$ cat src/design/cmvr_pkg.sv
// Shared types, constants and register codes for the color mask run centroid block.
package cmvr_pkg;

   localparam int MAX_WIDTH_DEF     = 1024;
   localparam int MAX_HEIGHT_DEF    = 1024;
   localparam int HALF_SPAN_DEF     = 6;
   localparam int FRACTION_BITS_DEF = 8;

   localparam int PIX_W       = 8;
   localparam int WIDTH_CFG_W = 11;
   localparam int TALLY_W     = 21;
   localparam int SUM_W       = 30;
   localparam int COORD_W     = 18;
   localparam int CSR_INDEX_W = 3;
   localparam int CSR_DATA_W  = 21;
   localparam int QUEUE_DEPTH = 4;

   localparam logic [CSR_INDEX_W-1:0] CSR_LUMA_LOW       = CSR_INDEX_W'(0);
   localparam logic [CSR_INDEX_W-1:0] CSR_LUMA_HIGH      = CSR_INDEX_W'(1);
   localparam logic [CSR_INDEX_W-1:0] CSR_BLUE_DIFF_LOW  = CSR_INDEX_W'(2);
   localparam logic [CSR_INDEX_W-1:0] CSR_BLUE_DIFF_HIGH = CSR_INDEX_W'(3);
   localparam logic [CSR_INDEX_W-1:0] CSR_RED_DIFF_LOW   = CSR_INDEX_W'(4);
   localparam logic [CSR_INDEX_W-1:0] CSR_RED_DIFF_HIGH  = CSR_INDEX_W'(5);
   localparam logic [CSR_INDEX_W-1:0] CSR_IMAGE_WIDTH    = CSR_INDEX_W'(6);
   localparam logic [CSR_INDEX_W-1:0] CSR_MIN_COUNT      = CSR_INDEX_W'(7);

   localparam logic [PIX_W-1:0]       RST_LUMA_LOW       = PIX_W'(50);
   localparam logic [PIX_W-1:0]       RST_LUMA_HIGH      = PIX_W'(150);
   localparam logic [PIX_W-1:0]       RST_BLUE_DIFF_LOW  = PIX_W'(150);
   localparam logic [PIX_W-1:0]       RST_BLUE_DIFF_HIGH = PIX_W'(250);
   localparam logic [PIX_W-1:0]       RST_RED_DIFF_LOW   = PIX_W'(50);
   localparam logic [PIX_W-1:0]       RST_RED_DIFF_HIGH  = PIX_W'(150);
   localparam logic [WIDTH_CFG_W-1:0] RST_IMAGE_WIDTH    = WIDTH_CFG_W'(1024);
   localparam logic [TALLY_W-1:0]     RST_MIN_COUNT      = TALLY_W'(1);

   typedef struct packed {
      logic [PIX_W-1:0] luma;
      logic [PIX_W-1:0] blue_diff;
      logic [PIX_W-1:0] red_diff;
      logic             frame_end;
   } req_type;

   typedef struct packed {
      logic [COORD_W-1:0] centroid_x;
      logic [COORD_W-1:0] centroid_y;
      logic [TALLY_W-1:0] kept_count;
      logic               centroid_valid;
   } rsp_type;

   typedef struct packed {
      logic [PIX_W-1:0] luma_low;
      logic [PIX_W-1:0] luma_high;
      logic [PIX_W-1:0] blue_diff_low;
      logic [PIX_W-1:0] blue_diff_high;
      logic [PIX_W-1:0] red_diff_low;
      logic [PIX_W-1:0] red_diff_high;
   } window_type;

endpackage

$ cat src/design/cmvr_queue.sv
// Short first-in first-out queue between the pixel front end and the back end.
module cmvr_queue #(
   parameter int WIDTH = 24,
   parameter int DEPTH = cmvr_pkg::QUEUE_DEPTH,
   localparam int PTR_W = $clog2(DEPTH),
   localparam int CNT_W = $clog2(DEPTH + 1)
) (
   input  logic             clock,
   input  logic             reset,
   input  logic             push,
   input  logic [WIDTH-1:0] push_data,
   input  logic             pop,
   output logic [WIDTH-1:0] pop_data,
   output logic             full,
   output logic             empty
);

   logic [WIDTH-1:0] entries_ff [DEPTH];
   logic [PTR_W-1:0] wr_ptr_ff, wr_ptr_in;
   logic [PTR_W-1:0] rd_ptr_ff, rd_ptr_in;
   logic [CNT_W-1:0] count_ff, count_in;

   always_comb begin
      wr_ptr_in = wr_ptr_ff;
      rd_ptr_in = rd_ptr_ff;
      count_in  = count_ff;
      if (push) begin
         wr_ptr_in = (wr_ptr_ff == PTR_W'(DEPTH - 1)) ? '0 : wr_ptr_ff + PTR_W'(1);
      end
      if (pop) begin
         rd_ptr_in = (rd_ptr_ff == PTR_W'(DEPTH - 1)) ? '0 : rd_ptr_ff + PTR_W'(1);
      end
      if (push && !pop) begin
         count_in = count_ff + CNT_W'(1);
      end else if (pop && !push) begin
         count_in = count_ff - CNT_W'(1);
      end
   end

   always_ff @(posedge clock) begin
      if (reset) begin
         wr_ptr_ff <= '0;
         rd_ptr_ff <= '0;
         count_ff  <= '0;
      end else begin
         wr_ptr_ff <= wr_ptr_in;
         rd_ptr_ff <= rd_ptr_in;
         count_ff  <= count_in;
      end
   end

   always_ff @(posedge clock) begin
      if (push) begin
         entries_ff[wr_ptr_ff] <= push_data;
      end
   end

   assign pop_data = entries_ff[rd_ptr_ff];
   assign full     = (count_ff == CNT_W'(DEPTH));
   assign empty    = (count_ff == '0);

endmodule

$ cat config.mk
export PLATFORM = sky130hd
export DESIGN_NAME = cmvr_queue
export DESIGN_NICKNAME = d
export VERILOG_FILES = /design/src/design/cmvr_pkg.sv /design/src/design/cmvr_queue.sv
export SDC_FILE = /design/constraint.sdc
export NUM_CORES = 1
export LEC_CHECK = 0
export BUFFER_PORTS_ARGS = -buffer_cell sky130_fd_sc_hd__buf_2
export CAP_MARGIN = 20
export CORE_ASPECT_RATIO = 1.5
export CORE_MARGIN = 2
export CORE_UTILIZATION = 50
export DETAILED_ROUTE_END_ITERATION = 12
export PLACE_DENSITY = 0.68
export SYNTH_ARGS = -nofsm -noshare
export SYNTH_HDL_FRONTEND = slang
export SYNTH_SLANG_ARGS = --single-unit
$ cat constraint.sdc
create_clock -name clock -period 4.2 [get_ports clock]
set_clock_uncertainty 0.05 [all_clocks]
set_input_delay 0.21 -clock clock [delete_from_list [all_inputs] [get_ports clock]]
set_output_delay 0.21 -clock clock [all_outputs]
set_load 0.02 [all_outputs]
# Word-level counts from Yosys, hierarchy flattened

Memory sizes are Yosys's and may differ from the RTL's. A register that Yosys moved wholly into a read port is not among the register bits.
Index checks and enable logic that the tools add are counted.

Register bits after elaboration: 7
RAM bits: 96
Output and inout port bits: 26
Memories kept: 1

Memories:

| name       | depth | bits a word | read ports | clocked after Yosys merged registers in | write ports | line             | text |
|---|---|---|---|---|---|---|---|
| entries_ff | 4     | 24          | 1          | 1                                       | 1           | cmvr_queue.sv:18 | `logic [WIDTH-1:0] entries_ff [DEPTH];` |

Add/sub/neg operators: 4
Equal/unequal tests: 3
Muxes and demuxes: 8
Reductions and logical operators: 6

Operators by type and width:

| kind                                             | number |
|---|---|
| 2-to-1 mux 2 bit                                 | 4 |
| 2-to-1 mux 3 bit                                 | 2 |
| adder 2 x 1 -> 2 bit, second input constant      | 2 |
| equality test 2 bit, second input constant       | 2 |
| adder 3 x 1 -> 3 bit, second input constant      | 1 |
| equality test 3 bit, second input constant       | 1 |
| logical NOT 3 bit                                | 1 |
| subtractor 3 x 1 -> 3 bit, second input constant | 1 |
| logical AND 1 bit                                | 2 |
| logical NOT 1 bit                                | 2 |
| 2-to-1 mux 1 bit                                 | 2 |
| nonzero test 2 bit                               | 1 |

# Depth between registers and ports, before layout

Word-level depth: 4
Mapped depth: 7
Gate-level depth less buffers: 7

# Worst setup path before layout

No wires, ideal clock.

Path type: reg2reg
Start: register wr_ptr_ff[0]
End: memory entries_ff[3][0] (enable)
Setup time: 0.383 ns
Arrival: 1.162 ns
Data required time: 3.767 ns
Setup slack: 2.605 ns
Stages on the path, launching flop included: 3
Buffers on the path: 0
Cells stage by stage: dfxtp_1 -> ha_1 -> and2_1

RTL lines:

| item                     | line             | text |
|---|---|---|
| start: declaration       | cmvr_queue.sv:19 | `logic [PTR_W-1:0] wr_ptr_ff, wr_ptr_in;` |
| start signal: assignment | cmvr_queue.sv:46 | `wr_ptr_ff <= wr_ptr_in;` |
| end: declaration         | cmvr_queue.sv:18 |  |

No word-level cell before the write port.

==> results by group <==
Clock network
  – Hold Buf Count CTS: 0
  – CTS tree: yes
  – Reg clk slew, reported paths: ~0.06 ns
  – Clock buffer depth: 2
  – H-Tree Depth: 3
  – Num CTS Buffers: 9
  – Clk sinks: roughly 110
  – Post-CTS Setup Inserts: 0
  – Post_cts resized: 0
  – Root buffer cell: clkbuf_16
  – Worst skew pair latency: 0.34 ns

Drt
  – Drt total wl: 6130 um
  – WL/cell: 18.0 um
  – Number of vias per cell: 5.30
  – Residual DRC: 0
  – Vias: approximately 1800
  – Pre-antenna DRT Iters: 4
  – Post-route ant nets: 0
  – 1st-iter DRT viols: 100

Synth
  – Post-Synthesis Cells: 170
  – Synth Area in Compound Gates: 0.381%
  – Post-synth net total: 205
  – Synth Area in Adders: 2.41%
  – Seq/Total Area, Yosys: 77.7%
  – Largest family of logic cells by synthesized area: multiplexers
  – Syn. warnings: 0
  – Yosys cell types: 20
  – Mux share of post-synthesis cell area: between 10% and 20%
  – Synth Register Bits: 105
  – Syn avg cell area: about 23 um2
  – Post-synthesis simple-gate area fraction: 1.97%
  – Post-Synth XOR/XNOR Area: 0.444%
  – Synthesized area: 0.00394 mm2

Timing
  – Pins over their slew limit: 0
  – Tcrit/Tclk final: 55.6%
  – Max-slew headroom at the worst pin: 43.0%
  – RSZ-0062 raised after global routing: no
  – Post-layout minimum cycle time: 2.34 ns
  – Worst slew pin tran: approximately 0.85 ns
  – Setup_tns: 0 ns
  – Final worst slack: 1.86 ns
  – Hold Fails Final Rpt: 0
  – Final count of negative-setup-slack endpoints: 0
  – Fmax achieved: 428 MHz

Power and ir drop
  – Power, Total: 0.00226 W
  – PwrDens: between 400 and 500 mW/mm2
  – Worst VDD drop: 236 uV
  – Leakage: 1.63 nW

Setup path
  – Critical path class: register to primary output
  – RR Startpoint: wr_ptr_ff[0]
  – Critical path required time: between 3 and 4 ns
  – R2r worst-path depth: 4
  – Worst EP arrival: 2.08 ns
  – CP Capture Type: primary output
  – Crit Path Max Fanout: 24
  – Critical R2R Capture: entries_ff[2][11]
  – CP Capture Point: pop_data[5]
  – Crit path launch type: register
  – Reg2reg setup slack: 2.33 ns

Floorplanning
  – Die width: between 70 and 80 um
  – FP Rows: 39
  – Core Region: 0.00761 mm2
  – Die area: 0.00863 mm2
  – Die height: 113 um
  – Io pins: 54
  – Initial core utilization: 51.8%

GRT
  – Largest net degree at the start of global routing: 25
  – Initial antenna violation count: 1
  – First-pass GRT wire length: 9430 um
  – Global route total overflow: 0
  – All-Layer GR Usage: 15.0%
  – Vias in the first global route: 1879

Hold path
  – Hold crit path type: primary input to register
  – Worst hold start: push_data[3]

Cells and area
  – Area growth from synthesis to layout: 17.0%
  – Share of layout cells above drive strength 1: 39.1%
  – Fillers: ~580
  – Layout Nets: 268
  – Final instance area: 0.00461 mm2
  – Final Util: between 60% and 70%
  – Antenna diodes: 0

Place
  – Dpl hpwl: 3910 um
  – Port Buf Inserts: 53
  – RePlAce Congestion: 0.651
  – DP Area: about 0.0043 mm2
  – Pre-CTS setup slack: 2.15 ns

Run
  – Max cap viols: 0

Status
  – Status: complete, no violations
==> cells in the mapped netlist <==
master,instances,area share [%]
mux2i_1,4,1.0
clkbuf_1,1,0.095
buf_12,2,1.0
fa_1,1,0.51
a21oi_1,2,0.25
ha_1,6,1.9
nor3_1,1,0.13
inv_1,4,0.38
buf_6,1,0.29
buf_2,2,0.25
or3_1,1,0.16
xor2_1,2,0.44
dfxtp_1,9,4.6
mux4_1,4,2.7
and2_1,4,0.63
nor3b_1,2,0.38
mux4_2,20,11
o21ai_0,1,0.13
edfxtp_1,96,73
nor2_1,7,0.67
==> layout by cell type, fill, tap and decap left out, types with 2 or more instances in the layout <==
cell	n
mux2i_1	4
a21oi_1	2
dfxtp_1	8
clkbuf_8	3
inv_1	4
ha_1	6
edfxtp_1	96
buf_4	5
clkbuf_16	10
nor2_1	7
clkbuf_1	2
nor3b_1	2
and2_1	4
mux4_2	20
xor2_1	2
buf_2	53
mux4_1	4
==> worst min-delay path by stage <==
stage                        endpoint  slack [ns]  depth (start not counted)
global route         entries_ff[3][3]        0.03                          1
CTS                 entries_ff[1][22]        0.03                          1
finish               entries_ff[3][3]        0.04                          1
global placement    entries_ff[3][16]        0.37                          1
floorplan                 count_ff[2]        0.23                          1
detailed placement  entries_ff[0][17]        0.38                          1
==> cells by family after synthesis <==
group	after synthesis
DFF	105
AOI/OAI and AO/OA	3
and+or+nand+nor	15
buffers and inverters	10
muxes	28
adders and majority gates	7
xor gates and xnor gates	2
==> final cells by class <==
class | instances | area, um2 | share of cell area [%]
Inverter | 4 | 15.0 | 0.325
Clock inverter | 1 | 5.00 | 0.108
Clock buffer | 15 | 299 | 6.48
Timing Repair Buffer | 58 | 303 | 6.56
Tap cell | 102 | 128 | 2.77
Multi-Input combinational cell | 55 | 801 | 17.4
Sequential cell | 105 | 3060 | 66.4
==> critical path: stages, from the launching register on <==
cell     delay, ns
dfxtp_2       0.89
mux4_1        0.67
buf_2         0.18
==> layer usage <==
metal | global-route usage, % | vias to the layer above | wire length, um
li1 | - | 817 | -
met2 | 25.5 | 46 | 3220
met5 | 0 | - | 13
met1 | 16.9 | 924 | 2450
met4 | 8.48 | 2 | 150
met3 | 4.63 | 14 | 298
==> sequential cells by signal, indices dropped and copies added (netlist names), named ones only <==
name,flops
count_ff,3
rd_ptr_ff,2
wr_ptr_ff,2
entries_ff,96
==> stage by stage <==
| stage | std cells | hold WS (ns) |
|---|---|---|
| 4_1_cts | 340 | 0.0263 |
| 6_report | 340 | 0.0367 |
| 2_1_floorplan | 170 | 0.229 |
| 3_5_place_dp | 324 | 0.381 |
| 3_3_place_gp | 324 | 0.372 |
| 5_1_grt | 340 | 0.0302 |
==> report_power, final <==
group	switching, W	total, W	internal (W)
Combinational	0.000122	0.000217	0.0000954
Clock	0.000333	0.000819	0.000486
Sequential	0.0000293	0.00122	0.00119
Note: power is estimated with default switching activity, not from simulation.
