`src/design/cmvr_pkg.sv`:
```
// Shared types, constants and register codes for the color mask run centroid block.
package cmvr_pkg;

   localparam int MAX_WIDTH_DEF     = 1024;
   localparam int MAX_HEIGHT_DEF    = 1024;
   localparam int HALF_SPAN_DEF     = 6;
   localparam int FRACTION_BITS_DEF = 8;

   localparam int PIX_W       = 8;
   localparam int WIDTH_CFG_W = 11;
   localparam int TALLY_W     = 21;
   localparam int SUM_W       = 30;
   localparam int COORD_W     = 18;
   localparam int CSR_INDEX_W = 3;
   localparam int CSR_DATA_W  = 21;
   localparam int QUEUE_DEPTH = 4;

   localparam logic [CSR_INDEX_W-1:0] CSR_LUMA_LOW       = CSR_INDEX_W'(0);
   localparam logic [CSR_INDEX_W-1:0] CSR_LUMA_HIGH      = CSR_INDEX_W'(1);
   localparam logic [CSR_INDEX_W-1:0] CSR_BLUE_DIFF_LOW  = CSR_INDEX_W'(2);
   localparam logic [CSR_INDEX_W-1:0] CSR_BLUE_DIFF_HIGH = CSR_INDEX_W'(3);
   localparam logic [CSR_INDEX_W-1:0] CSR_RED_DIFF_LOW   = CSR_INDEX_W'(4);
   localparam logic [CSR_INDEX_W-1:0] CSR_RED_DIFF_HIGH  = CSR_INDEX_W'(5);
   localparam logic [CSR_INDEX_W-1:0] CSR_IMAGE_WIDTH    = CSR_INDEX_W'(6);
   localparam logic [CSR_INDEX_W-1:0] CSR_MIN_COUNT      = CSR_INDEX_W'(7);

   localparam logic [PIX_W-1:0]       RST_LUMA_LOW       = PIX_W'(50);
   localparam logic [PIX_W-1:0]       RST_LUMA_HIGH      = PIX_W'(150);
   localparam logic [PIX_W-1:0]       RST_BLUE_DIFF_LOW  = PIX_W'(150);
   localparam logic [PIX_W-1:0]       RST_BLUE_DIFF_HIGH = PIX_W'(250);
   localparam logic [PIX_W-1:0]       RST_RED_DIFF_LOW   = PIX_W'(50);
   localparam logic [PIX_W-1:0]       RST_RED_DIFF_HIGH  = PIX_W'(150);
   localparam logic [WIDTH_CFG_W-1:0] RST_IMAGE_WIDTH    = WIDTH_CFG_W'(1024);
   localparam logic [TALLY_W-1:0]     RST_MIN_COUNT      = TALLY_W'(1);

   typedef struct packed {
      logic [PIX_W-1:0] luma;
      logic [PIX_W-1:0] blue_diff;
      logic [PIX_W-1:0] red_diff;
      logic             frame_end;
   } req_type;

   typedef struct packed {
      logic [COORD_W-1:0] centroid_x;
      logic [COORD_W-1:0] centroid_y;
      logic [TALLY_W-1:0] kept_count;
      logic               centroid_valid;
   } rsp_type;

   typedef struct packed {
      logic [PIX_W-1:0] luma_low;
      logic [PIX_W-1:0] luma_high;
      logic [PIX_W-1:0] blue_diff_low;
      logic [PIX_W-1:0] blue_diff_high;
      logic [PIX_W-1:0] red_diff_low;
      logic [PIX_W-1:0] red_diff_high;
   } window_type;

endpackage

```
`src/design/cmvr_ram.sv`:
```
// Generic single write port RAM with one registered read port.
module cmvr_ram #(
   parameter int WIDTH = 4,
   parameter int DEPTH = 1024,
   localparam int ADDR_W = $clog2(DEPTH)
) (
   input  logic              clock,
   input  logic              we,
   input  logic [ADDR_W-1:0] waddr,
   input  logic [WIDTH-1:0]  wdata,
   input  logic              re,
   input  logic [ADDR_W-1:0] raddr,
   output logic [WIDTH-1:0]  rdata
);

   logic [WIDTH-1:0] mem_ff [DEPTH];
   logic [WIDTH-1:0] rdata_ff;

   // A read at the same edge as a write to that address returns the old data.
   always_ff @(posedge clock) begin
      if (we) begin
         mem_ff[waddr] <= wdata;
      end
      if (re) begin
         rdata_ff <= mem_ff[raddr];
      end
   end

   assign rdata = rdata_ff;

endmodule

```
`src/design/cmvr_divider.sv`:
```
// Restoring divider that produces one quotient bit per cycle.
module cmvr_divider #(
   parameter int NUM_W = 38,
   parameter int DEN_W = 21
) (
   input  logic             clock,
   input  logic             reset,
   input  logic             start,
   input  logic [NUM_W-1:0] numer,
   input  logic [DEN_W-1:0] denom,
   output logic             busy,
   output logic [NUM_W-1:0] quotient
);

   localparam int STEP_W = $clog2(NUM_W + 1);

   logic [NUM_W-1:0]  quo_ff, quo_in;
   logic [DEN_W-1:0]  rem_ff, rem_in;
   logic [DEN_W-1:0]  den_ff;
   logic [STEP_W-1:0] step_ff, step_in;
   logic              busy_ff, busy_in;
   logic [DEN_W:0]    trial;
   logic [DEN_W:0]    diff;
   logic              fits;

   always_comb begin
      trial   = {rem_ff, quo_ff[NUM_W-1]};
      diff    = trial - {1'b0, den_ff};
      fits    = (trial >= {1'b0, den_ff});
      quo_in  = quo_ff;
      rem_in  = rem_ff;
      step_in = step_ff;
      busy_in = busy_ff;
      if (start) begin
         quo_in  = numer;
         rem_in  = '0;
         step_in = STEP_W'(NUM_W);
         busy_in = 1'b1;
      end else if (busy_ff) begin
         // The numerator shifts out of the top while quotient bits enter below.
         quo_in  = {quo_ff[NUM_W-2:0], fits};
         rem_in  = fits ? diff[DEN_W-1:0] : trial[DEN_W-1:0];
         step_in = step_ff - STEP_W'(1);
         busy_in = (step_ff != STEP_W'(1));
      end
   end

   always_ff @(posedge clock) begin
      if (reset) begin
         busy_ff <= 1'b0;
         step_ff <= '0;
      end else begin
         busy_ff <= busy_in;
         step_ff <= step_in;
      end
      quo_ff <= quo_in;
      rem_ff <= rem_in;
      if (start) begin
         den_ff <= denom;
      end
   end

   assign busy     = busy_ff;
   assign quotient = quo_ff;

endmodule

```
`src/design/cmvr_back.sv`:
```
// Back end: column run counters, accumulators, centroid division and result register.
module cmvr_back #(
   parameter int MAX_WIDTH     = cmvr_pkg::MAX_WIDTH_DEF,
   parameter int MAX_HEIGHT    = cmvr_pkg::MAX_HEIGHT_DEF,
   parameter int HALF_SPAN     = cmvr_pkg::HALF_SPAN_DEF,
   parameter int FRACTION_BITS = cmvr_pkg::FRACTION_BITS_DEF,
   localparam int COL_W = $clog2(MAX_WIDTH),
   localparam int ROW_W = $clog2(MAX_HEIGHT),
   localparam int REC_W = COL_W + ROW_W + 2
) (
   input  logic                              clock,
   input  logic                              reset,
   input  logic                              q_empty,
   input  logic [REC_W-1:0]                  q_rec,
   output logic                              q_pop,
   input  logic [cmvr_pkg::TALLY_W-1:0]      min_pixel_count,
   output logic                              rsp_valid,
   input  logic                              rsp_stall,
   output cmvr_pkg::rsp_type                 rsp_data
);

   localparam int SPAN    = 2 * HALF_SPAN + 1;
   localparam int RUN_W   = $clog2(SPAN + 1);
   localparam int CNT_W   = COL_W + 1;
   localparam int SUM_W   = cmvr_pkg::SUM_W;
   localparam int TALLY_W = cmvr_pkg::TALLY_W;
   localparam int COORD_W = cmvr_pkg::COORD_W;
   localparam int NUM_W   = SUM_W + FRACTION_BITS;
   localparam logic [NUM_W-1:0] COORD_LIM = NUM_W'({COORD_W{1'b1}});

   typedef enum logic [1:0] {
      ST_RUN,
      ST_DIVIDE,
      ST_DELIVER
   } state_type;

   state_type         state_ff, state_in;

   // Stage holding a popped pixel while its run counter is read.
   logic              s1_valid_ff, s1_valid_in;
   logic [COL_W-1:0]  s1_col_ff;
   logic [ROW_W-1:0]  s1_row_ff;
   logic              s1_marked_ff;
   logic              s1_fe_ff;

   // Last run written, for a read that raced its write.
   logic              last_ok_ff, last_ok_in;
   logic [COL_W-1:0]  last_col_ff;
   logic [RUN_W-1:0]  last_run_ff;

   logic [CNT_W-1:0]  fill_ff, fill_in;
   logic [SUM_W-1:0]  sum_col_ff, sum_col_in, sum_col_next;
   logic [SUM_W-1:0]  sum_row_ff, sum_row_in, sum_row_next;
   logic [TALLY_W-1:0] tally_ff, tally_in, tally_next;

   logic              res_valid_ff, res_valid_in;
   logic [TALLY_W-1:0] res_count_ff, res_count_in;
   logic              rsp_valid_ff, rsp_valid_in;
   cmvr_pkg::rsp_type rsp_data_ff, rsp_data_in;

   logic [RUN_W-1:0]  ram_rdata;
   logic [RUN_W-1:0]  stored;
   logic [RUN_W-1:0]  run_new;
   logic [CNT_W-1:0]  col_next;
   logic [SUM_W:0]    col_add;
   logic [SUM_W:0]    row_add;
   logic [ROW_W-1:0]  row_off;
   logic              process;
   logic              kept;
   logic              div_start;
   logic              busy_x, busy_y;
   logic [NUM_W-1:0]  quo_x, quo_y;
   logic              load;

   assign q_pop   = (state_ff == ST_RUN) && !q_empty && !(s1_valid_ff && s1_fe_ff);
   assign process = s1_valid_ff;

   cmvr_ram #(
      .WIDTH (RUN_W),
      .DEPTH (MAX_WIDTH)
   ) u_run_ram (
      .clock (clock),
      .we    (process),
      .waddr (s1_col_ff),
      .wdata (run_new),
      .re    (q_pop),
      .raddr (q_rec[REC_W-1 -: COL_W]),
      .rdata (ram_rdata)
   );

   always_comb begin
      // Columns not yet visited in this frame read as an empty run.
      if (last_ok_ff && (last_col_ff == s1_col_ff)) begin
         stored = last_run_ff;
      end else if ({1'b0, s1_col_ff} < fill_ff) begin
         stored = ram_rdata;
      end else begin
         stored = '0;
      end

      if (!s1_marked_ff) begin
         run_new = '0;
      end else if (stored < RUN_W'(SPAN)) begin
         run_new = stored + RUN_W'(1);
      end else begin
         run_new = RUN_W'(SPAN);
      end

      kept    = process && (run_new == RUN_W'(SPAN)) && (s1_row_ff >= ROW_W'(HALF_SPAN));
      row_off = s1_row_ff - ROW_W'(HALF_SPAN);
      col_add = {1'b0, sum_col_ff} + (SUM_W + 1)'(s1_col_ff);
      row_add = {1'b0, sum_row_ff} + (SUM_W + 1)'(row_off);

      sum_col_next = sum_col_ff;
      sum_row_next = sum_row_ff;
      tally_next   = tally_ff;
      if (kept) begin
         sum_col_next = col_add[SUM_W] ? '1 : col_add[SUM_W-1:0];
         sum_row_next = row_add[SUM_W] ? '1 : row_add[SUM_W-1:0];
         tally_next   = (tally_ff == '1) ? tally_ff : tally_ff + TALLY_W'(1);
      end

      div_start = process && s1_fe_ff;
      col_next  = {1'b0, s1_col_ff} + CNT_W'(1);
   end

   cmvr_divider #(
      .NUM_W (NUM_W),
      .DEN_W (TALLY_W)
   ) u_div_x (
      .clock    (clock),
      .reset    (reset),
      .start    (div_start),
      .numer    (NUM_W'(sum_col_next) << FRACTION_BITS),
      .denom    (tally_next),
      .busy     (busy_x),
      .quotient (quo_x)
   );

   cmvr_divider #(
      .NUM_W (NUM_W),
      .DEN_W (TALLY_W)
   ) u_div_y (
      .clock    (clock),
      .reset    (reset),
      .start    (div_start),
      .numer    (NUM_W'(sum_row_next) << FRACTION_BITS),
      .denom    (tally_next),
      .busy     (busy_y),
      .quotient (quo_y)
   );

   always_comb begin
      state_in     = state_ff;
      s1_valid_in  = q_pop;
      last_ok_in   = process && !s1_fe_ff;
      fill_in      = fill_ff;
      sum_col_in   = sum_col_next;
      sum_row_in   = sum_row_next;
      tally_in     = tally_next;
      res_valid_in = res_valid_ff;
      res_count_in = res_count_ff;
      load         = 1'b0;

      if (process) begin
         if (s1_fe_ff) begin
            fill_in = '0;
         end else if (col_next > fill_ff) begin
            fill_in = col_next;
         end
      end

      if (div_start) begin
         res_valid_in = (tally_next != '0) && (tally_next >= min_pixel_count);
         res_count_in = tally_next;
         sum_col_in   = '0;
         sum_row_in   = '0;
         tally_in     = '0;
      end

      unique case (state_ff)
         ST_RUN: begin
            if (div_start) begin
               state_in = ST_DIVIDE;
            end
         end
         ST_DIVIDE: begin
            if (!busy_x && !busy_y) begin
               state_in = ST_DELIVER;
            end
         end
         ST_DELIVER: begin
            if (!rsp_valid_ff || !rsp_stall) begin
               load     = 1'b1;
               state_in = ST_RUN;
            end
         end
         default: begin
            state_in = ST_RUN;
         end
      endcase

      rsp_valid_in = load ? 1'b1 : (rsp_valid_ff && rsp_stall);
      rsp_data_in  = rsp_data_ff;
      if (load) begin
         rsp_data_in.centroid_x     = !res_valid_ff ? '0 :
                                      (quo_x > COORD_LIM) ? '1 : quo_x[COORD_W-1:0];
         rsp_data_in.centroid_y     = !res_valid_ff ? '0 :
                                      (quo_y > COORD_LIM) ? '1 : quo_y[COORD_W-1:0];
         rsp_data_in.kept_count     = res_count_ff;
         rsp_data_in.centroid_valid = res_valid_ff;
      end
   end

   always_ff @(posedge clock) begin
      if (reset) begin
         state_ff     <= ST_RUN;
         s1_valid_ff  <= 1'b0;
         last_ok_ff   <= 1'b0;
         fill_ff      <= '0;
         sum_col_ff   <= '0;
         sum_row_ff   <= '0;
         tally_ff     <= '0;
         res_valid_ff <= 1'b0;
         res_count_ff <= '0;
         rsp_valid_ff <= 1'b0;
      end else begin
         state_ff     <= state_in;
         s1_valid_ff  <= s1_valid_in;
         last_ok_ff   <= last_ok_in;
         fill_ff      <= fill_in;
         sum_col_ff   <= sum_col_in;
         sum_row_ff   <= sum_row_in;
         tally_ff     <= tally_in;
         res_valid_ff <= res_valid_in;
         res_count_ff <= res_count_in;
         rsp_valid_ff <= rsp_valid_in;
      end
      rsp_data_ff <= rsp_data_in;
      last_col_ff <= s1_col_ff;
      last_run_ff <= run_new;
      if (q_pop) begin
         s1_col_ff    <= q_rec[REC_W-1 -: COL_W];
         s1_row_ff    <= q_rec[ROW_W+1:2];
         s1_marked_ff <= q_rec[1];
         s1_fe_ff     <= q_rec[0];
      end
   end

   assign rsp_valid = rsp_valid_ff;
   assign rsp_data  = rsp_data_ff;

endmodule

```
`config.mk`:
```
export PLATFORM = sky130hd
export DESIGN_NAME = cmvr_back
export DESIGN_NICKNAME = d
export VERILOG_FILES = /design/src/design/cmvr_pkg.sv /design/src/design/cmvr_ram.sv /design/src/design/cmvr_divider.sv /design/src/design/cmvr_back.sv
export SDC_FILE = /design/constraint.sdc
export NUM_CORES = 2
export LEC_CHECK = 0
export BUFFER_PORTS_ARGS = -buffer_cell sky130_fd_sc_hd__buf_4
export CAP_MARGIN = 25
export CORE_UTILIZATION = 45
export CTS_BUF_LIST = sky130_fd_sc_hd__clkbuf_2
export DETAILED_ROUTE_END_ITERATION = 10
export PLACE_DENSITY = 0.58
export SYNTH_ARGS = -nofsm -noshare
export SYNTH_HDL_FRONTEND = slang
export SYNTH_SLANG_ARGS = --single-unit
```
`constraint.sdc`:
```
create_clock -name clock -period 48.1 [get_ports clock]
set_clock_uncertainty 0.2 [all_clocks]
set_input_delay 2.405 -clock clock [delete_from_list [all_inputs] [get_ports clock]]
set_output_delay 2.405 -clock clock [all_outputs]
set_load 0.01 [all_outputs]
```
---- After elaboration in Yosys (flattened, before gate mapping) ----
Memories as Yosys holds them, arrays and structs flattened. A register that Yosys moved wholly into a read port is not among the register bits.
Cells that the tools add are included.
storage, ports and cells
  flip-flop bits (word level) ............. 366
  latch bits .............................. 0
  RAM bits ................................ 4096
  ROM bits ................................ 0
  input bits .............................. 47
  output and inout bits ................... 60
  word-level logic and storage cells ...... 126
  memories kept ........................... 1
memories
  name              words  bits a word  read ports  clocked after Yosys merged registers in  wr ports  line            source
  u_run_ram.mem_ff  1024   4            1           1                                        1         cmvr_ram.sv:16  logic [WIDTH-1:0] mem_ff [DEPTH];
cells by class
  add/subtract/negate cells ............... 10
  multipliers ............................. 0
  divide/modulo/power cells ............... 0
  magnitude comparators ................... 9
  eq/ne operators ......................... 10
  shift-type cells ........................ 0
  mux-type cells .......................... 37
  bitwise operators ....................... 0
  reductions and logical operators ........ 26
operator list
  kind                                                                                  number
  38-bit 2-to-1 mux                                                                     4
  30-bit 2-to-1 mux                                                                     4
  21-bit 2-to-1 mux                                                                     4
  38-bit by 18-bit > comparator with 1-bit output, second input constant                2
  30-bit by 10-bit adder with 31-bit output                                             2
  22-bit by 21-bit greater-or-equal comparator with 1-bit output                        2
  21-bit subtractor                                                                     2
  18-bit 2-to-1 mux                                                                     2
  6-bit 2-to-1 mux                                                                      4
  11-bit 2-to-1 mux                                                                     2
  21-bit by 1-bit adder with 21-bit output, second input constant                       1
  21-bit == test, second input constant                                                 1
  21-bit greater-or-equal comparator                                                    1
  21-bit nonzero test                                                                   1
  4-bit 2-to-1 mux                                                                      4
  6-bit by 1-bit inequality test with 1-bit output, second input constant               2
  6-bit by 1-bit subtractor with 6-bit output, second input constant                    2
  10-bit by 1-bit adder with 11-bit output, second input constant                       1
  11-bit > comparator                                                                   1
  10-bit by 11-bit < comparator with 1-bit output                                       1
  10-bit == test                                                                        1
  10-bit by 3-bit greater-or-equal comparator with 1-bit output, second input constant  1
  1-bit logical AND                                                                     10
  10-bit by 3-bit subtractor with 10-bit output, second input constant                  1
  16 further kinds                                                                      36

---- Longest topological paths before layout ----
  depth after elaboration ................. 12
  depth in mapped cells ................... 31
  mapped depth without buffers ............ 31

---- Modules after synthesis ----
A second synthesis with hierarchy kept.
second synthesis, totals
  cells, all modules ...................... 10212
  area, all modules ....................... 182357.4 um^2
by module, submodules not included
  module                   times used  cells each  area each (um^2)  sequential area each (um^2)
  cmvr_ram                 1           8290        162138.0          123118.1
  cmvr_back                1           1104        10941.7           5064.9
  cmvr_divider at u_div_y  1           393         4642.0            2332.2
  cmvr_divider at u_div_x  1           425         4635.7            2332.2

---- Worst setup path before layout ----
OpenSTA, ideal clock, no wires.
  kind .................................... register -> register
  start point ............................. reg s1_col_ff[9]
  end point ............................... mem u_run_ram.mem_ff[0][2], data pin
  setup time .............................. 8.601 ns
  data arrival time ....................... 44.394 ns
  data required time ...................... 39.299 ns
  setup slack ............................. -5.095 ns
  stages on the path, launching flop included .. 11
  path buffers ............................ 0
  clock period less this slack ............ 53.195 ns
  cells stage by stage .................... edfxtp_1 > ha_1 > nor2b_1 > o2111a_1 > o21a_1 > nor3_1 > or2_2 > ha_1 > and3_1 > a31o_2 > a221oi_1
between the ends
  word-level cells in the longest chain between the ends .. 6
  elaborated cells between the ends (all ways) .. 9
  classes of those cells .................. add/sub (1); order compare (2); eq/ne (1); mux (4); reduce/logical (1)
ends and longest elaborated chain
  element                                                                            line                                source
  start: declaration                                                                 cmvr_back.sv:41                     logic [COL_W-1:0] s1_col_ff;
  start signal: assignment                                                           cmvr_back.sv:243                    s1_col_ff <= q_rec[REC_W-1 -: COL_W];
  10-bit by 11-bit < comparator with 1-bit output or 10-bit == test (tied branches)  cmvr_back.sv:95, cmvr_back.sv:93
  4-bit 2-to-1 mux or 1-bit logical AND (tied branches)                              cmvr_back.sv:95, cmvr_back.sv:93
  4-bit 2-to-1 mux *                                                                 cmvr_back.sv:93                     if (last_ok_ff && (last_col_ff == s1_col_ff)) begin
  4-bit by 1-bit adder with 4-bit output or 4-bit < comparator (tied branches)       cmvr_back.sv:104, cmvr_back.sv:103
  4-bit 2-to-1 mux *                                                                 cmvr_back.sv:103                    end else if (stored < RUN_W'(SPAN)) begin
  4-bit 2-to-1 mux *                                                                 cmvr_back.sv:101                    if (!s1_marked_ff) begin
  named net run_new[2]                                                               cmvr_back.sv:63                     logic [RUN_W-1:0] run_new;
  end: declaration                                                                   cmvr_ram.sv:16
Mark *: on every way through the listed nets, which the timed path passes. The rest lies on a longest branch.

==> impl_results.rst <==
.. list-table::
   :header-rows: 1

   * - Metric
     - Value
   * - Status
     - finished clean
   * - Basic-gate share of the synthesized area counting and, or, nand and nor cells
     - 0.03945
   * - GRT met3 Usage
     - 0.06670
   * - Number of standard cells after synthesis
     - ~9000
   * - Count of buffers from port buffering
     - between 100 and 150
   * - Latest clock arrival within the worst-skew pair
     - roughly 2.2 ns
   * - Grt ovf
     - 0
   * - Remaining max-slew budget at the tightest pin
     - 0.2267
   * - Synthesized flop and latch total
     - 4466
   * - Maximum clock path buffer count
     - 5
   * - Element type at the critical path start
     - input pin
   * - Post-Route WL
     - about 460000 um
   * - Unrepaired setup endpoints after global routing
     - no
   * - Routability cong.
     - around 0.81
   * - Most used cells in the layout excluding fill and tap cells
     - sky130_fd_sc_hd__edfxtp_1, sky130_fd_sc_hd__clkbuf_2, sky130_fd_sc_hd__mux4_2
   * - Routing layer with the top usage in global route
     - met2
   * - Number of max-slew violations in the final report
     - 0
   * - Io pins
     - around 110
   * - Class of the most critical setup path
     - in -> reg
   * - Final worst slack
     - 38.96 ns
   * - Hold WC Path Type
     - reg -> reg
   * - Instance area at placement
     - 0.1855 mm2
   * - Number of antenna-violating nets in the routed design
     - 0
   * - Die width
     - roughly 630 um
   * - Critical path data arrival time
     - between 10 and 15 ns
   * - Final nets
     - around 10000
   * - Post-synthesis to final-layout area growth
     - 9.754%
   * - Worst-margin pin slew
     - 1.160 ns
   * - Post-route DRC violation count
     - 0
   * - Largest fanout on the critical path
     - 94
   * - Initial antenna violation count
     - 38
   * - Number of gates resized after cts
     - 0
   * - Drt wl/cell
     - between 20 and 30 um
   * - Clock buffers created by TritonCTS
     - roughly 1200
   * - DRT Pass-1 Iters
     - 6
   * - Fmax
     - between 100 and 150 MHz
   * - Synth Area in XOR/XNOR
     - 0.005592
   * - Number of distinct library cell variants in the gate-level netlist after synthesis
     - 68
   * - Portion of netlist area occupied by mux cells
     - 0.1743
   * - TritonCTS sink count
     - 4466
   * - Multi-input gate area
     - around 0.044 mm2
   * - Total non-filler cell area in the finished layout
     - 0.1960 mm2
   * - Minimum period implied by the final worst setup slack
     - between 9 and 10 ns
   * - Fraction of the mapped netlist area in compound gates
     - 0.01652
   * - Layout cells sized above 1
     - 0.3232
   * - CTS tree
     - yes
   * - Number of enable-type register cells in the synthesized netlist
     - around 4300
   * - Final number of setup-violating endpoints
     - 0
   * - Adder and majority cell fraction of the synthesized area
     - 0.008577
   * - Die outline height
     - approximately 630 um
   * - Post-CTS setup-driven buffer insertion count
     - 0
   * - CTS H-Tree Depth
     - 7
   * - Clock-pin slew on the worst setup and hold paths
     - 0.11 ns
   * - Power density over the cells
     - 38.03 mW/mm2
   * - Most frequent standard cell in the layout excluding fill and tap cells
     - sky130_fd_sc_hd__edfxtp_1
   * - Initial detailed-routing violation count
     - between 10000 and 15000
   * - Initial standard-cell utilization of the core
     - 0.4535
   * - Fillers
     - about 32000
   * - Number of vias in the routed layout
     - 92850
   * - Count of synthesis-stage warnings from yosys
     - 0
   * - Met2 Use GR
     - 0.3620
   * - Vias in the first global route
     - around 97000
   * - Largest family of logic cells by synthesized area
     - multiplexers
   * - Storage element area
     - 0.1321 mm2
   * - Floorplan die area
     - around 0.40 mm2
   * - Peak supply drop
     - approximately 24 uV
   * - Area of the mapped netlist
     - 0.1785 mm2
   * - Via-to-Cell Ratio
     - between 5 and 6
   * - Post-synth ARST share
     - 0
   * - Number of buffers inserted for hold repair after clock tree synthesis
     - 13
   * - Wire length of the first global-routing pass
     - around 670000 um
   * - Fraction of the yosys area taken by sequential cells
     - 0.7396
   * - Standby leakage power
     - 63.48 nW
   * - Cell row count
     - between 200 and 250
   * - Root buf cell
     - sky130_fd_sc_hd__clkbuf_2
   * - Global routing usage on met1
     - 0.3183
   * - Total Neg Setup Slack
     - 0 ns
   * - Type of element capturing the critical path
     - flop
   * - Syn Area/Cell
     - roughly 20 um2
   * - GRT Total Usage
     - 0.2328
   * - Maximum number of pins on one net before global-route repair
     - 214
   * - Number of max-capacitance violations reported
     - 0
   * - Share of the clock period used by the worst path
     - 0.1901
   * - Endpoint required time on the critical path
     - 49.84 ns
   * - Final Hold Violating Endpoints
     - 0
   * - DP Wirelength
     - between 200000 and 300000 um
   * - Post-placement worst setup slack
     - roughly 36 ns
   * - Synthesized net count
     - 9177
   * - Commonest register cell after synthesis
     - sky130_fd_sc_hd__edfxtp_1
   * - Core footprint
     - slightly below 0.4 mm2
==> sequential cells by signal, indices dropped and copies added (netlist names), 30 cells and up <==
name              flops
rsp_data             58
u_div_y.quotient     38
u_run_ram.mem_ff   4096
sum_col_ff           30
sum_row_ff           30
u_div_x.quotient     38
==> critical path: stages <==
cell                     delay, ns
sky130_fd_sc_hd__buf_16       0.50
sky130_fd_sc_hd__buf_4        0.69
sky130_fd_sc_hd__buf_4        0.78
sky130_fd_sc_hd__buf_4        0.60
sky130_fd_sc_hd__buf_16       0.31
sky130_fd_sc_hd__buf_4        0.76
sky130_fd_sc_hd__buf_4        0.83
sky130_fd_sc_hd__buf_4        0.86
sky130_fd_sc_hd__mux4_2       0.61
sky130_fd_sc_hd__mux4_2       0.54
sky130_fd_sc_hd__mux4_2       0.56
sky130_fd_sc_hd__mux4_2       0.56
sky130_fd_sc_hd__mux4_2       0.48
==> layout make-up <==
class / count / share of cell area
inverters: 137 / 0.002675
multi-input cells: 3812 / 0.2247
clock inverters: 320 / 0.008134
flip-flops and latches: 4466 / 0.6739
diodes: 28 / 0.0003575
repair buffers: 321 / 0.01542
well taps: 5220 / 0.03333
clock buffers: 1623 / 0.04145
==> metrics by stage <==
step | hold WS (ns) | util | total power [mW] | cells
after floorplan | 0.1992 | - | 4.996 | 9010
after global placement | 0.2167 | 0.4708 | 5.045 | 13920
after detailed placement | 0.2217 | 0.4713 | 5.059 | 13920
after CTS | 0.06311 | 0.4963 | 7.532 | 15880
after global routing | 0.1565 | 0.4977 | 7.777 | 15920
final | 0.2260 | 0.4978 | 7.453 | 15930
==> cells by family after synthesis <==
kind of cell / count (synthesis)
flip-flops: 4466
adder cells (fa/ha/maj): 120
multiplexers: 1404
AND/OR/NAND/NOR: 1699
AO/OA/AOI/OAI: 475
XOR/XNOR: 114
buffers and inverters: 732
==> per-layer routing <==
metal  share of wire  wire [um]  vias to the layer above
li1                -          -                    39050
met4           0.019       8884                        4
met3           0.092      42310                      574
met5        0.000033         15                        -
met2            0.48     220800                     4462
met1            0.41     187400                    48760
==> cell usage after synthesis, types with 109 or more instances <==
cell type | count | share of area
sky130_fd_sc_hd__a21oi_1 | 124 | 0.0035
sky130_fd_sc_hd__clkbuf_1 | 411 | 0.0086
sky130_fd_sc_hd__mux4_2 | 1364 | 0.17
sky130_fd_sc_hd__o21ai_0 | 129 | 0.0036
sky130_fd_sc_hd__edfxtp_1 | 4261 | 0.72
sky130_fd_sc_hd__ha_1 | 116 | 0.0081
sky130_fd_sc_hd__buf_1 | 109 | 0.0023
sky130_fd_sc_hd__nor2_1 | 1240 | 0.026
sky130_fd_sc_hd__nand3_1 | 111 | 0.0031
sky130_fd_sc_hd__nand2_1 | 147 | 0.0031
sky130_fd_sc_hd__inv_1 | 136 | 0.0029
sky130_fd_sc_hd__dfxtp_1 | 205 | 0.023
==> power breakdown <==
group          internal, mW  switching [mW]
Sequential             4.34          0.0262
Combinational         0.226           0.377
Clock                 0.969            1.51
Total                  5.54            1.91
==> path summary, 6_finish.rpt <==
path                   endpoint  slack, ns  cells after the start             start
max          u_run_ram.rdata[3]      38.96                     13         q_rec[12]
min                rsp_data[19]       0.23                      0  res_count_ff[18]
max reg2reg        res_valid_ff      40.06                     25      s1_col_ff[3]
min reg2reg        rsp_data[19]       0.23                      0  res_count_ff[18]
No activity file was read; power rests on OpenSTA's default activity.
